==> src/sv/swds_pkg.sv <==
// Shared types and constants for the sliding-window duration statistics block.
package swds_pkg;

  localparam int TICK_W        = 48;
  localparam int DUR_W         = 32;
  localparam int HELD_W        = 5;
  localparam int DEPTH_DEFAULT = 16;

  localparam logic [DUR_W-1:0] DUR_MAX = {DUR_W{1'b1}};

  typedef struct packed {
    logic [TICK_W-1:0] start_time;
    logic [TICK_W-1:0] end_time;
  } swds_in_t;

  typedef struct packed {
    logic [DUR_W-1:0]  mean_time;
    logic [DUR_W-1:0]  min_time;
    logic [DUR_W-1:0]  max_time;
    logic [HELD_W-1:0] samples_held;
  } swds_out_t;

  typedef enum logic [2:0] {
    ST_IDLE,
    ST_WRITE,
    ST_SCAN,
    ST_DIVGO,
    ST_DIV,
    ST_OUT
  } swds_state_t;

endpackage

==> src/sv/sliding_window_duration_stats_core.sv <==
// Sliding-window duration statistics: ring store, serial scan and serial mean divide.
// Per sample: ring write, scan of the held entries for sum, min and max, divide of the
//   SUM_W = 32 + clog2(WINDOW_DEPTH+1) bit sum by the count held, then the stats beat is
//   loaded; no new sample is taken before then. The scan reads one ring entry per cycle
//   through the single memory read port and the divider retires one quotient bit per cycle.
// Reset clears write position, fill count, sequencer and stats valid; ring contents are not
//   cleared, only written slots are ever read.
module sliding_window_duration_stats_core
  import swds_pkg::*;
#(
  parameter int WINDOW_DEPTH = DEPTH_DEFAULT
) (
  input  logic      clk,
  input  logic      rst,
  input  logic      sample_valid,
  output logic      sample_ready,
  input  swds_in_t  sample,
  output logic      stats_valid,
  input  logic      stats_ready,
  output swds_out_t stats
);

  localparam int AW    = (WINDOW_DEPTH > 1) ? $clog2(WINDOW_DEPTH) : 1;
  localparam int CNT_W = $clog2(WINDOW_DEPTH + 1);
  localparam int SUM_W = DUR_W + CNT_W;

  swds_state_t state, state_next;

  logic [DUR_W-1:0] mem [WINDOW_DEPTH];
  logic [DUR_W-1:0] rd_data;

  logic [AW-1:0]    wpos;
  logic [CNT_W-1:0] fill;
  logic [CNT_W-1:0] idx;
  logic [DUR_W-1:0] dur;
  logic [DUR_W-1:0] dur_new;
  logic [TICK_W:0]  diff;
  logic [SUM_W-1:0] sum;
  logic [DUR_W-1:0] lo;
  logic [DUR_W-1:0] hi;
  logic [DUR_W-1:0] mean;
  logic             first;
  logic             rd_pend;
  logic             rd_en;
  logic             div_start;
  logic             div_done;
  logic [SUM_W-1:0] div_quo;
  logic             out_load;

  assign sample_ready = (state == ST_IDLE);

  always_comb begin
    diff = {1'b0, sample.end_time} - {1'b0, sample.start_time};
    if (diff[TICK_W]) begin
      dur_new = '0;
    end else if (|diff[TICK_W-1:DUR_W]) begin
      dur_new = DUR_MAX;
    end else begin
      dur_new = diff[DUR_W-1:0];
    end
  end

  always_comb begin
    state_next = state;
    rd_en      = 1'b0;
    div_start  = 1'b0;
    out_load   = 1'b0;
    case (state)
      ST_IDLE: begin
        if (sample_valid) state_next = ST_WRITE;
      end
      ST_WRITE: begin
        state_next = ST_SCAN;
      end
      ST_SCAN: begin
        if (idx < fill) rd_en = 1'b1;
        else state_next = ST_DIVGO;
      end
      ST_DIVGO: begin
        div_start  = 1'b1;
        state_next = ST_DIV;
      end
      ST_DIV: begin
        if (div_done) state_next = ST_OUT;
      end
      ST_OUT: begin
        if (!stats_valid || stats_ready) begin
          out_load   = 1'b1;
          state_next = ST_IDLE;
        end
      end
      default: begin
        state_next = ST_IDLE;
      end
    endcase
  end

  always_ff @(posedge clk) begin
    if (rst) begin
      state       <= ST_IDLE;
      wpos        <= '0;
      fill        <= '0;
      rd_pend     <= 1'b0;
      stats_valid <= 1'b0;
    end else begin
      state   <= state_next;
      rd_pend <= rd_en;
      if (state == ST_WRITE) begin
        wpos <= (wpos == AW'(WINDOW_DEPTH - 1)) ? '0 : wpos + 1'b1;
        if (fill != CNT_W'(WINDOW_DEPTH)) fill <= fill + 1'b1;
      end
      if (out_load) stats_valid <= 1'b1;
      else if (stats_ready) stats_valid <= 1'b0;
    end
  end

  always_ff @(posedge clk) begin
    if (state == ST_WRITE) mem[wpos] <= dur;
    if (rd_en) rd_data <= mem[idx[AW-1:0]];
  end

  always_ff @(posedge clk) begin
    if (sample_valid && sample_ready) dur <= dur_new;
    if (state == ST_WRITE) begin
      idx   <= '0;
      sum   <= '0;
      first <= 1'b1;
    end
    if (rd_en) idx <= idx + 1'b1;
    if (rd_pend) begin
      sum   <= sum + SUM_W'(rd_data);
      first <= 1'b0;
      if (first || rd_data < lo) lo <= rd_data;
      if (first || rd_data > hi) hi <= rd_data;
    end
    if (state == ST_DIV && div_done) mean <= div_quo[DUR_W-1:0];
    if (out_load) begin
      stats.mean_time    <= mean;
      stats.min_time     <= lo;
      stats.max_time     <= hi;
      stats.samples_held <= HELD_W'(fill);
    end
  end

  swds_div #(
    .NUM_W(SUM_W),
    .DEN_W(CNT_W)
  ) u_div (
    .clk  (clk),
    .rst  (rst),
    .start(div_start),
    .num  (sum),
    .den  (fill),
    .done (div_done),
    .quo  (div_quo)
  );

endmodule

==> src/sv/swds_div.sv <==
// Restoring serial divider, one quotient bit per cycle.
module swds_div
  import swds_pkg::*;
#(
  parameter int NUM_W = 37,
  parameter int DEN_W = 5
) (
  input  logic             clk,
  input  logic             rst,
  input  logic             start,
  input  logic [NUM_W-1:0] num,
  input  logic [DEN_W-1:0] den,
  output logic             done,
  output logic [NUM_W-1:0] quo
);

  localparam int CW = $clog2(NUM_W + 1);

  logic             busy;
  logic [CW-1:0]    cnt;
  logic [DEN_W-1:0] rem;
  logic [DEN_W-1:0] den_q;
  logic [NUM_W-1:0] q;
  logic [DEN_W:0]   rem_sh;
  logic [DEN_W:0]   rem_sub;
  logic             take;

  always_comb begin
    rem_sh  = {rem, q[NUM_W-1]};
    take    = (rem_sh >= {1'b0, den_q});
    rem_sub = rem_sh - {1'b0, den_q};
  end

  always_ff @(posedge clk) begin
    if (rst) begin
      busy <= 1'b0;
      done <= 1'b0;
      cnt  <= '0;
    end else begin
      done <= busy && (cnt == CW'(1));
      if (start) begin
        busy <= 1'b1;
        cnt  <= CW'(NUM_W);
      end else if (busy) begin
        cnt <= cnt - 1'b1;
        if (cnt == CW'(1)) begin
          busy <= 1'b0;
        end
      end
    end
  end

  always_ff @(posedge clk) begin
    if (start) begin
      q     <= num;
      rem   <= '0;
      den_q <= den;
    end else if (busy) begin
      if (take) begin
        rem <= rem_sub[DEN_W-1:0];
        q   <= {q[NUM_W-2:0], 1'b1};
      end else begin
        rem <= rem_sh[DEN_W-1:0];
        q   <= {q[NUM_W-2:0], 1'b0};
      end
    end
  end

  assign quo = q;

endmodule

==> config.mk <==
export PLATFORM = sky130hd
export DESIGN_NAME = sliding_window_duration_stats_core
export DESIGN_NICKNAME = d
export VERILOG_FILES = /design/src/sv/swds_pkg.sv /design/src/sv/sliding_window_duration_stats_core.sv /design/src/sv/swds_div.sv
export SDC_FILE = /design/constraint.sdc
export NUM_CORES = 1
export LEC_CHECK = 0
export ABC_CLOCK_PERIOD_IN_PS = 5790
export BUFFER_PORTS_ARGS = -buffer_cell sky130_fd_sc_hd__buf_4
export CORE_MARGIN = 1
export CORE_UTILIZATION = 30
export DETAILED_ROUTE_END_ITERATION = 7
export SYNTH_ARGS = -nofsm -noshare
export SYNTH_HDL_FRONTEND = slang
export SYNTH_SLANG_ARGS = --single-unit
==> constraint.sdc <==
create_clock -name clk -period 5.79 [get_ports clk]
set_input_delay 1.158 -clock clk [delete_from_list [all_inputs] [get_ports clk]]
set_output_delay 1.158 -clock clk [all_outputs]
set_load 0.02 [all_outputs]
# Word level (Yosys, flattened, before mapping)
# Memory sizes are Yosys's and may differ from the RTL's. A register that Yosys moved wholly into a read port is not among the register bits.
# Index checks and enable logic that the tools add are counted.
# W data, S select, Z words.
dict set report word_totals {
  reg_bits 341
  ramBits 512
  output_inout_bits 103
  elab_cells 94
  n_memories 1
}
# memory depth word_bits read_ports rd_clocked_by_memory_dff write_ports line_no
set memory_table {}
lappend memory_table {mem 16 32 1 1 1 sliding_window_duration_stats_core.sv:29} ;# logic [DUR_W-1:0] mem [WINDOW_DEPTH];
dict set report classes {
  add_sub_neg 7
  n_lt_le_gt_ge 4
  n_eq_ne 12
  muxes 29
  n_reduce_logical 18
}
# op n
set op_table {}
lappend op_table {{$mux W37} 4}
lappend op_table {{$sub A48 B48 Y49} 1}
lappend op_table {{$add A37 B32 Y37} 1}
lappend op_table {{$gt A32 B32 Y1} 1}
lappend op_table {{$lt A32 B32 Y1} 1}
lappend op_table {{$mux W32} 1}
lappend op_table {{$pmux W3 S6} 1}
lappend op_table {{$reduce_or A16 Y1} 1}
lappend op_table {{$mux W5} 3}
lappend op_table {{$mux W1} 13}
lappend op_table {{$mux W3} 4}
lappend op_table {{$mux W6} 2}
lappend op_table {{$add A5 B1 Y5 const B} 2}
lappend op_table {{$reduce_bool A2 Y1} 4}
lappend op_table {{$eq A3 B2 Y1 const B} 2}
lappend op_table {{$eq A3 B3 Y1 const B} 2}
lappend op_table {{$eq A6 B1 Y1 const B} 1}
lappend op_table {{$ge A6 B5 Y1} 1}
lappend op_table {{$ne A2 B2 Y1 const B} 3}
lappend op_table {{$reduce_and A2 Y1} 3}
lappend op_table {{$sub A6 B1 Y6 const B} 1}
lappend op_table {{$lt A5 B5 Y1} 1}
lappend op_table {{$ne A5 B5 Y1 const B} 1}
lappend op_table {{$sub A5 B5 Y5} 1}
lappend op_table {{other kinds (11)} 15}

# Logic depth before layout (Yosys ltp)
# Gate-level depths: netlist of run 1.
dict set report depth {
  depth_word 5
  ltp_mapped 14
  mapped_depth_nobuf 13
}

# Hierarchy
# Synthesis of run 1 repeated with hierarchy kept, for this count alone.
dict set report hier_totals {
  hier_cells 2342
  hier_area_um2 38770.9
}
# module instances cells_per_inst area_per_inst_um2
set by_module_without_submodules {}
lappend by_module_without_submodules {sliding_window_duration_stats_core 1 2165 36296.1}
lappend by_module_without_submodules {swds_div 1 177 2474.9}

# Worst setup path before layout of run 1
# OpenSTA, ideal clock, no wires.
dict set report synth_timing {
  path_kind {input -> register}
  start {in stats_ready}
  end {reg stats[0] in the netlist's numbering, enable pin}
  arrival_time_ps 5409
  slack_ps -180
  path_stages 2
  path_buffers 0
  cell_sequence {nor2b_1 -> nor2_1}
}
dict set report synth_between {
  elab_chain_cells 3
}
# item line_no
set synth_lines {}
lappend synth_lines {{start: declaration} sliding_window_duration_stats_core.sv:19} ;# input logic stats_ready,
lappend synth_lines {{$logic_or A1 B1 Y1} sliding_window_duration_stats_core.sv:87} ;# if (!stats_valid || stats_ready) begin
lappend synth_lines {{$mux W1} sliding_window_duration_stats_core.sv:87}
lappend synth_lines {{$mux W1} sliding_window_duration_stats_core.sv:68} ;# case (state)
lappend synth_lines {{net out_load} sliding_window_duration_stats_core.sv:48} ;# logic out_load;
lappend synth_lines {{end: declaration} sliding_window_duration_stats_core.sv:20} ;# output swds_out_t stats
# The timed path passes the listed nets, and every way through them passes these cells.
# A chain may end at the register's enable or synchronous reset.

# Worst setup path after layout of run 1
dict set report layout_timing {
  start {in sample[14] in the netlist's numbering}
  end {reg dur[1], data pin}
}
dict set report layout_between {
  elab_chain_cells 3
}
# item line_no
set layout_lines {}
lappend layout_lines {{start: declaration} sliding_window_duration_stats_core.sv:17} ;# input swds_in_t sample,
lappend layout_lines {{$sub A48 B48 Y49 (*)} sliding_window_duration_stats_core.sv:53} ;# diff = {1'b0, sample.end_time} - {1'b0, sample.start_time};
lappend layout_lines {{$reduce_or A16 Y1} sliding_window_duration_stats_core.sv:56} ;# end else if (|diff[TICK_W-1:DUR_W]) begin
lappend layout_lines {{$mux W32} sliding_window_duration_stats_core.sv:56}
lappend layout_lines {{end signal: assignment} sliding_window_duration_stats_core.sv:123} ;# if (sample_valid && sample_ready) dur <= dur_new;
lappend layout_lines {{end: declaration} sliding_window_duration_stats_core.sv:35} ;# logic [DUR_W-1:0] dur;
# Mark *: on every way between the ends. The rest lies on a longest branch, timed or not.

==> impl.org, run 1 <==
** Synthesis
- Post-synthesis share of cell area spent on and, or, nand and nor gates :: roughly 6.5%
- Synthesized cell area :: 38700 sq um
- Number of enable-type register cells in the synthesized netlist :: 857
- Counting distinct cell types in the post-synthesis netlist gives ~70.
- Of the synthesized area, sequential elements account for 67.9%.
- By area, the combinational part of the netlist is dominated by multiplexers.
- Mean instance size in the synthesized netlist :: ~16 sq um
- Syn Inst Count :: ~2400
- Adder and majority cell fraction of the synthesized area :: 5.36%
- Ys flop type :: sky130_fd_sc_hd__edfxtp_1
- The Yosys step of the flow raised 0 warnings.
- Compound-Gate Fraction of Synth Area :: between 6 and 7%
- After Yosys synthesis, XOR and XNOR cells account for 1.70% of the synthesized area.
- After synthesis, the share of flip-flops with an asynchronous set or reset is 0%.
- After synthesis the netlist holds a flip-flop and latch count of 885.
- Of the post-synthesis cell area, the part taken by muxes is 9.60%.
- Counting every net in the synthesized netlist gives ~2700.

** Setup path
- The critical path goes through buf_4 > ha_1 > nand4_1 > nor4_2 > o2111ai_1 > o2111ai_1 > a221oi_2 > o41ai_2 > nand3b_1 > and3_1 > a31oi_1.
- Largest fanout of any net on the critical path :: 32
- Launching element type of the critical path :: primary input
- Required time of the worst setup path :: 6.27 ns
- Data arrives at the worst endpoint at 4.96 ns.
- The kind of cell with the highest combined delay along the critical path is simple AND/OR/NAND/NOR gates.
- Maximum single-stage delay on the critical path :: 0.73 ns
- STA classifies the critical path endpoint as a flop.
- Critical path's most frequent cell :: sky130_fd_sc_hd__o2111ai_1
- The number of buffers and inverters on the critical path is 1.
- Slowest stage cell, crit path :: sky130_fd_sc_hd__nand3b_1
- The critical path in this run is classified as in -> reg.

** Floorplan
- For this design the top-level I/O count stands at 203.
- Starting utilization of the core area :: 30.3%
- In this run the standard cell core region covers roughly 130000 sq um.
- The die covers 130000 sq um.
- Die H :: about 360 um
- Die X :: about 360 um
- The floorplan has 131 rows.

** Clock network
- The number of setup buffers added after CTS is 0.
- The clock tree synthesis step divided the H-tree into 3 levels.
- Resized cells post-CTS :: 0
- Clk sink count :: just under 900
- At the later pin of the worst-skew pair, clock insertion delay measures 0.66 ns.
- Cell at the root of the clock tree :: sky130_fd_sc_hd__clkbuf_16
- Clock buffer depth :: 3
- Clock-pin slew was measured on the worst setup and hold paths at around 0.060 ns.
- CTS Buf Count :: 92
- TritonCTS built the clock tree.
- Total of hold buffers inserted after clock tree synthesis :: 0

** STA
- For the final database, setup skew stands at ~0.023 ns.
- The worst path uses between 70% and 80% of the clock period.
- After routing, the total negative slack on setup checks comes to 0 ns.
- Time the final worst path needs with I/O delays and setup :: 4.48 ns
- Final hold slack :: 0.409 ns
- The max-slew violation total from the final report is 0.
- RSZ-0062 raised after global routing :: false
- At the pin with the least slew margin, the transition time is 1.03 ns.
- Setup violators final :: 0
- The number of endpoints with negative hold slack in the final report was 0.
- Worst max-slew margin expressed relative to the limit :: between 30% and 40%
- Peak Freq :: 0.223 GHz

** Route
- Number of vias per cell :: around 4.8
- The final layout contains routed wiring with a total length of between 80000 and 90000 um.
- The detailed router finished its first iteration with 1644 violations.
- For this run, design rule violations remaining after detail routing come to 0.
- For this run, the detailed router's first-pass iteration total came to 5.
- After detailed routing, the average wire length per cell comes to 19.6 um.
- The count of nets left with antenna violations once routing finished came out at 0.
- Summing over every cut layer, the via total after detailed routing is about 21000.

** Cells and area
- Fill cells :: 12100
- Area added between synthesis and finish :: 17.0%
- Ant. Diodes :: 0
- Fraction of layout cells with a size suffix above 1 :: 20.7%
- Final nets :: 2943

** GRT
- Summed over all layers, the global routing overflow is 0.
- Vias in the first global route :: 21400
- Total Routing Usage GR :: 13.0%
- Entering global routing, the biggest net connects 86 pins.
- Wire length of the first global-routing pass :: roughly 130000 um
- The initial antenna violation count is 1.

** Job
- Across the run, the number of max-cap violations was 0.

** Power
- Sequential cells account for roughly half of the total power.
- IR analysis of the VDD net gives a maximum drop of ~190 uV.
- Static Leak :: 16.0 nW
- Combinational logic is responsible for 15.7% of the overall power.
- In this run the power spent charging and discharging nets is 0.00420 W.
- Internal power :: 0.0121 W
- Clock network power share :: 35.5%
- Switching power as a share of total power :: 25.8%
- Dividing total power by cell area gives a power density of 359 nW/um^2.

** Status
- Outcome :: finished clean

** Placed design
- Number of I/O port buffers :: 202
- HPWL after detailed placement :: between 50000 and 60000 um
- At the end of routability-driven placement, the weighted congestion stood at between 0.8 and 0.9.

** Min path
- The tightest min-delay check is of the reg -> reg type.
[power groups by stage]
stage | Combinational (W) | Clock, W | Sequential, W
floorplan | 0.00190 | 0 | 0.00790
global placement | 0.00256 | 0 | 0.00807
detailed placement | 0.00258 | 0 | 0.00809
CTS | 0.00258 | 0.00588 | 0.00795
global route | 0.00281 | 0.00612 | 0.00800
finish | 0.00255 | 0.00577 | 0.00795
[final cells by class]
cell class	count	area, sq um	area share [%]
flip-flops and latches	885	26300	58.1
clock buffers	122	2460	5.44
inverters	151	567	1.25
clock inverters	43	478	1.06
multi-input cells	1311	11600	25.6
repair buffers	238	1810	4.00
well taps	1662	2080	4.59
[final timing paths]
check	startpoint	end	slack [ns]	depth (start not counted)
setup / recovery	sample[14]	dur[1]	1.31	11
hold / removal	mean[31]	stats[100]	0.41	0
setup reg to reg	rd_data[1]	lo[12]	1.73	11
hold reg to reg	mean[31]	stats[100]	0.41	0
[sequential cells by signal (all words and copies together) (netlist names), 3 cells and up]
name,count
lo,32
rd_data,32
u_div.quo,37
u_div.cnt,6
state,3
u_div.rem,5
sum,37
stats,101
u_div.den_q,5
dur,32
fill,5
wpos,4
idx,5
hi,32
mem,512
mean,32
[synth_stat cells (all sizes together) (34+ instances only)]
library cell	instances	area, sq um
mux4	160	3600
nor3	34	181
clkbuf	63	236
nor2	104	390
a21o	56	420
ha	161	2010
o21ai	67	335
xnor2	40	350
a31oi	40	250
nand4	35	219
and3	36	225
a21oi	109	546
nand2	185	694
inv	151	567
xor2	35	307
edfxtp	857	25700
[metrics by stage]
stage | setup WS, ns | area (sq um) | utilization, % | cells | total power [W]
after floorplan | 1.41 | 38700 | - | 2441 | 0.00980
after global placement | 0.663 | 42300 | 33.2 | 4247 | 0.0106
after detailed placement | 0.702 | 42300 | 33.2 | 4247 | 0.0107
after CTS | 1.37 | 45300 | 35.5 | 4412 | 0.0164
after global routing | 1.03 | 45300 | 35.5 | 4412 | 0.0169
final | 1.31 | 45300 | 35.5 | 4412 | 0.0163
[kinds of logic (layout without fill, tap and decap cells)]
family	count (synthesis)	in the layout
mux	171	171
simple gates	519	519
xor+xnor	75	75
flops	885	885
buf+inv	245	554
compound gates	382	382
fa+ha+maj	164	164
[cells in the final DEF (no fill, tap or decap), drive strengths merged, types with 23 or more instances in the layout]
cell    Yosys  layout
nor2b      23      23
nand2b     27      27
a21o       56      56
dfxtp      28      28
nor2      104     104
clkinv      0      28
nand4      35      35
a21oi     109     109
o21ai      67      67
and3       36      36
ha        161     161
mux4      160     160
nor3       34      34
inv       151     155
edfxtp    857     857
clkbuf     63     122
xor2       35      35
buf        31     238
nand2     185     185
xnor2      40      40
a31oi      40      40
[routing by layer]
| metal | wire length (um) | vias to the layer above | GRT usage (%) | part of all wire [%] |
|---|---|---|---|---|
| met3 | 4260 | 110 | 2.14 | 4.9 |
| met5 | 0 | - | 0 | 0 |
| met1 | 39500 | 10700 | 17.8 | 46 |
| met2 | 41400 | 590 | 21.7 | 48 |
| met4 | 1400 | 0 | 2.80 | 1.6 |
| li1 | - | 9968 | - | - |
Note: power is estimated with default switching activity, not from simulation.
==> run 2, diff against run 1 <==
--- a/config.mk
+++ b/config.mk
@@ -5,7 +5,7 @@
 export SDC_FILE = /design/constraint.sdc
 export NUM_CORES = 1
 export LEC_CHECK = 0
-export ABC_CLOCK_PERIOD_IN_PS = 5790
+export ABC_CLOCK_PERIOD_IN_PS = 3800
 export BUFFER_PORTS_ARGS = -buffer_cell sky130_fd_sc_hd__buf_4
 export CORE_MARGIN = 1
 export CORE_UTILIZATION = 30
==> constraint.sdc (replaced) <==
create_clock -name clk -period 3.8 [get_ports clk]
set_input_delay 0.76 -clock clk [delete_from_list [all_inputs] [get_ports clk]]
set_output_delay 0.76 -clock clk [all_outputs]
set_load 0.02 [all_outputs]
==> impl.org, run 2 (synthesis results as in run 1) <==
** Min path
- The tightest min-delay check is of the reg -> reg type.
- The worst hold path begins at mean[15].
- Counting instances, the worst hold path has a depth of 0.

** STA
- At the pin with the least slew margin, the transition time is approximately 0.97 ns.
- After layout, the worst path uses 92.5% of the clock period.
- For the final routed database, the setup TNS stands at 0 ns.
- Time the final worst path needs with I/O delays and setup :: 3.52 ns
- Setup repair after global routing left no endpoint under its margin.
- Worst max-slew margin expressed relative to the limit :: 35.6%
- Peak Freq :: 0.284 GHz
- Setup violators final :: 0
- The number of endpoints with negative hold slack in the final report is 0.
- The max-slew violation total from the final report was 0.
- Final hold slack :: 0.418 ns
- On the final layout, the worst clock skew is between 0.05 and 0.06 ns.

** Placed design
- Buffers placed on the I/O ports in this run total just over 200.
- Detailed placement finished with a half-perimeter wire length of 56400 um.
- Counting tap cells, the placed design contains a total of 4387 instances.
- GP Congestion :: 0.840

** Clock network
- Resized cells post-CTS :: 0
- Cell at the root of the clock tree :: sky130_fd_sc_hd__clkbuf_16
- Clock latency of the later-clocked register in the worst-skew pair :: around 0.66 ns
- Clock tree synthesis found a total of 885 sinks.
- After clock tree synthesis, the clock-pin slew on the worst setup and hold paths is 0.06 ns.
- In this run the number of H-tree levels came out at 3.
- TritonCTS built the clock tree.
- Post-CTS Repair Setup Buffers :: 0
- Clock buffer depth :: 3
- Total of hold buffers inserted after clock tree synthesis :: 0
- The number of clock buffers added by TritonCTS is 94.

** Route
- In the final routed layout, each cell accounts on average for 19.1 um.
- Dividing the detail-routed via count by the number of cells gives 4.79.
- Once detail routing completed, the nets flagged for antenna violations numbered 0.
- Post-detailed-routing wire length :: 87000 um
- For this block, the initial DRC count from the detailed router was 1928.
- The pre-antenna-repair detailed-routing pass consisted of 7 iterations.
- Routed vias :: 21800
- After detailed routing, the number of remaining DRC violations is 0.

** Floorplan
- Once the floorplan was initialized, standard cells occupied between 30% and 40% of the core.
- Die H :: about 360 um
- Die X :: 361 um
- Boundary pin count :: 203
- Number of core rows :: 131
- Die ar. :: roughly 130000 sq um
- In this run the standard cell core region covers between 100000 and 150000 sq um.

** Setup path
- STA puts the critical path data arrival time at 4.00 ns.
- STA classifies the critical path startpoint as a flop.
- The most critical setup path has its startpoint at rd_data[0].
- Sort of element at the end of the critical path :: flop
- The critical path is of the reg -> reg type.
- The worst register-to-register path begins at rd_data[0].
- Along the worst path, the maximum fanout reaches 5.
- Measured in cells, the most critical reg-to-reg path has a length of 14.
- Required time of the worst setup path :: between 4 and 5 ns

** Cells and area
- Largest registers in the final layout :: mem (512), stats (101)
- The area growth from synthesis to layout is 20.5%.
- Measured on the finished design, the core utilization comes to 36.5%.
- Highest-count cells in the layout ignoring fill and taps :: sky130_fd_sc_hd__edfxtp_1, sky130_fd_sc_hd__buf_4, sky130_fd_sc_hd__nand2_1
- For this run, the number of standard cells in the final layout without fillers is 4562.
- Top register by number of flip-flops :: mem
- The register with the most flip-flops in the layout has 512 of them.
- Final nets :: 3085
- Most common cell after layout, fill and taps aside :: sky130_fd_sc_hd__edfxtp_1
- Fraction of layout cells with a size suffix above 1 :: 24.7%

** Job
- Max-Cap Viols :: 0

** GRT
- The first global-routing pass estimated 133000 um of wire.
- Pin count of the biggest net entering global routing :: 131
- Total Routing Usage GR :: roughly an eighth
- Leftover overflow at the end of global routing :: 0
- Vias in the first global route :: ~22000
- Initial antenna violation count :: 3

** Power
- Static Leak :: 16.7 nW
- Peak ir drop on the vdd network :: 386 uV
- Summing internal, switching and leakage power gives approximately 0.025 W.
- Cell Pwr Density :: 537 nW/um^2

** Status
- The flow ran to the end, and the final reports show no timing, DRC or antenna violations.
## run 2: changes by cell type in the layout (fill, tap and decap cells not counted), sizes merged
cell / delta
buf: +140
bufinv: -3
clkbuf: -9
clkinv: +21
clkinvlp: +2
diode: +1
inv: -2
## run 2: path summary, 6_finish.rpt
check / endpoint / slack (ns)
hold / removal: stats[84] / 0.42
setup reg to reg: sum[36] / 0.28
setup / recovery: sum[36] / 0.28
hold reg to reg: stats[84] / 0.42
## run 2: final cells by class
class,count,area (sq um)
antenna,1,2.50
timing repair buffer,378,3050
inverter,151,567
clock buffer,113,2450
multi-input combinational,1311,11600
clock inverter,61,554
sequential,885,26300
tap,1662,2080
fill,12000,81100
## run 2: metal layers
metal	up-vias	wire length, um	GRT usage [%]
met5	-	0	0
met4	0	1410	3.21
met3	92	4470	1.82
met2	620	40900	21.6
met1	10900	40300	18.5
li1	10300	-	-
## run 2: power by group
group          internal [W]  switching, W  leakage, nW
Combinational       0.00193       0.00223         7.29
Clock               0.00499       0.00378         1.45
Sequential           0.0115      0.000544         8.01
Total                0.0185       0.00655         16.7
## run 2: critical path, stage by stage (launching register included)
cell and delay (ns):
sky130_fd_sc_hd__edfxtp_1 0.40, sky130_fd_sc_hd__ha_1 0.19, sky130_fd_sc_hd__inv_1 0.06, sky130_fd_sc_hd__fa_1 0.39, sky130_fd_sc_hd__nor2b_1 0.17, sky130_fd_sc_hd__o21a_1 0.17
sky130_fd_sc_hd__o21ai_0 0.13, sky130_fd_sc_hd__a211oi_1 0.32, sky130_fd_sc_hd__a211o_1 0.26, sky130_fd_sc_hd__nand2_1 0.16, sky130_fd_sc_hd__o2111ai_1 0.24, sky130_fd_sc_hd__buf_4 0.17
sky130_fd_sc_hd__a311oi_2 0.15, sky130_fd_sc_hd__or3_1 0.39, sky130_fd_sc_hd__a21oi_1 0.16
## run 2: per-stage QoR
step | setup slack [ns] | cell area [sq um]
2_1_floorplan | 0.0127 | 38700
3_3_place_gp | -0.293 | 43600
3_5_place_dp | -0.333 | 43600
4_1_cts | 0.206 | 46600
5_1_grt | 0.0507 | 46600
6_report | 0.284 | 46600
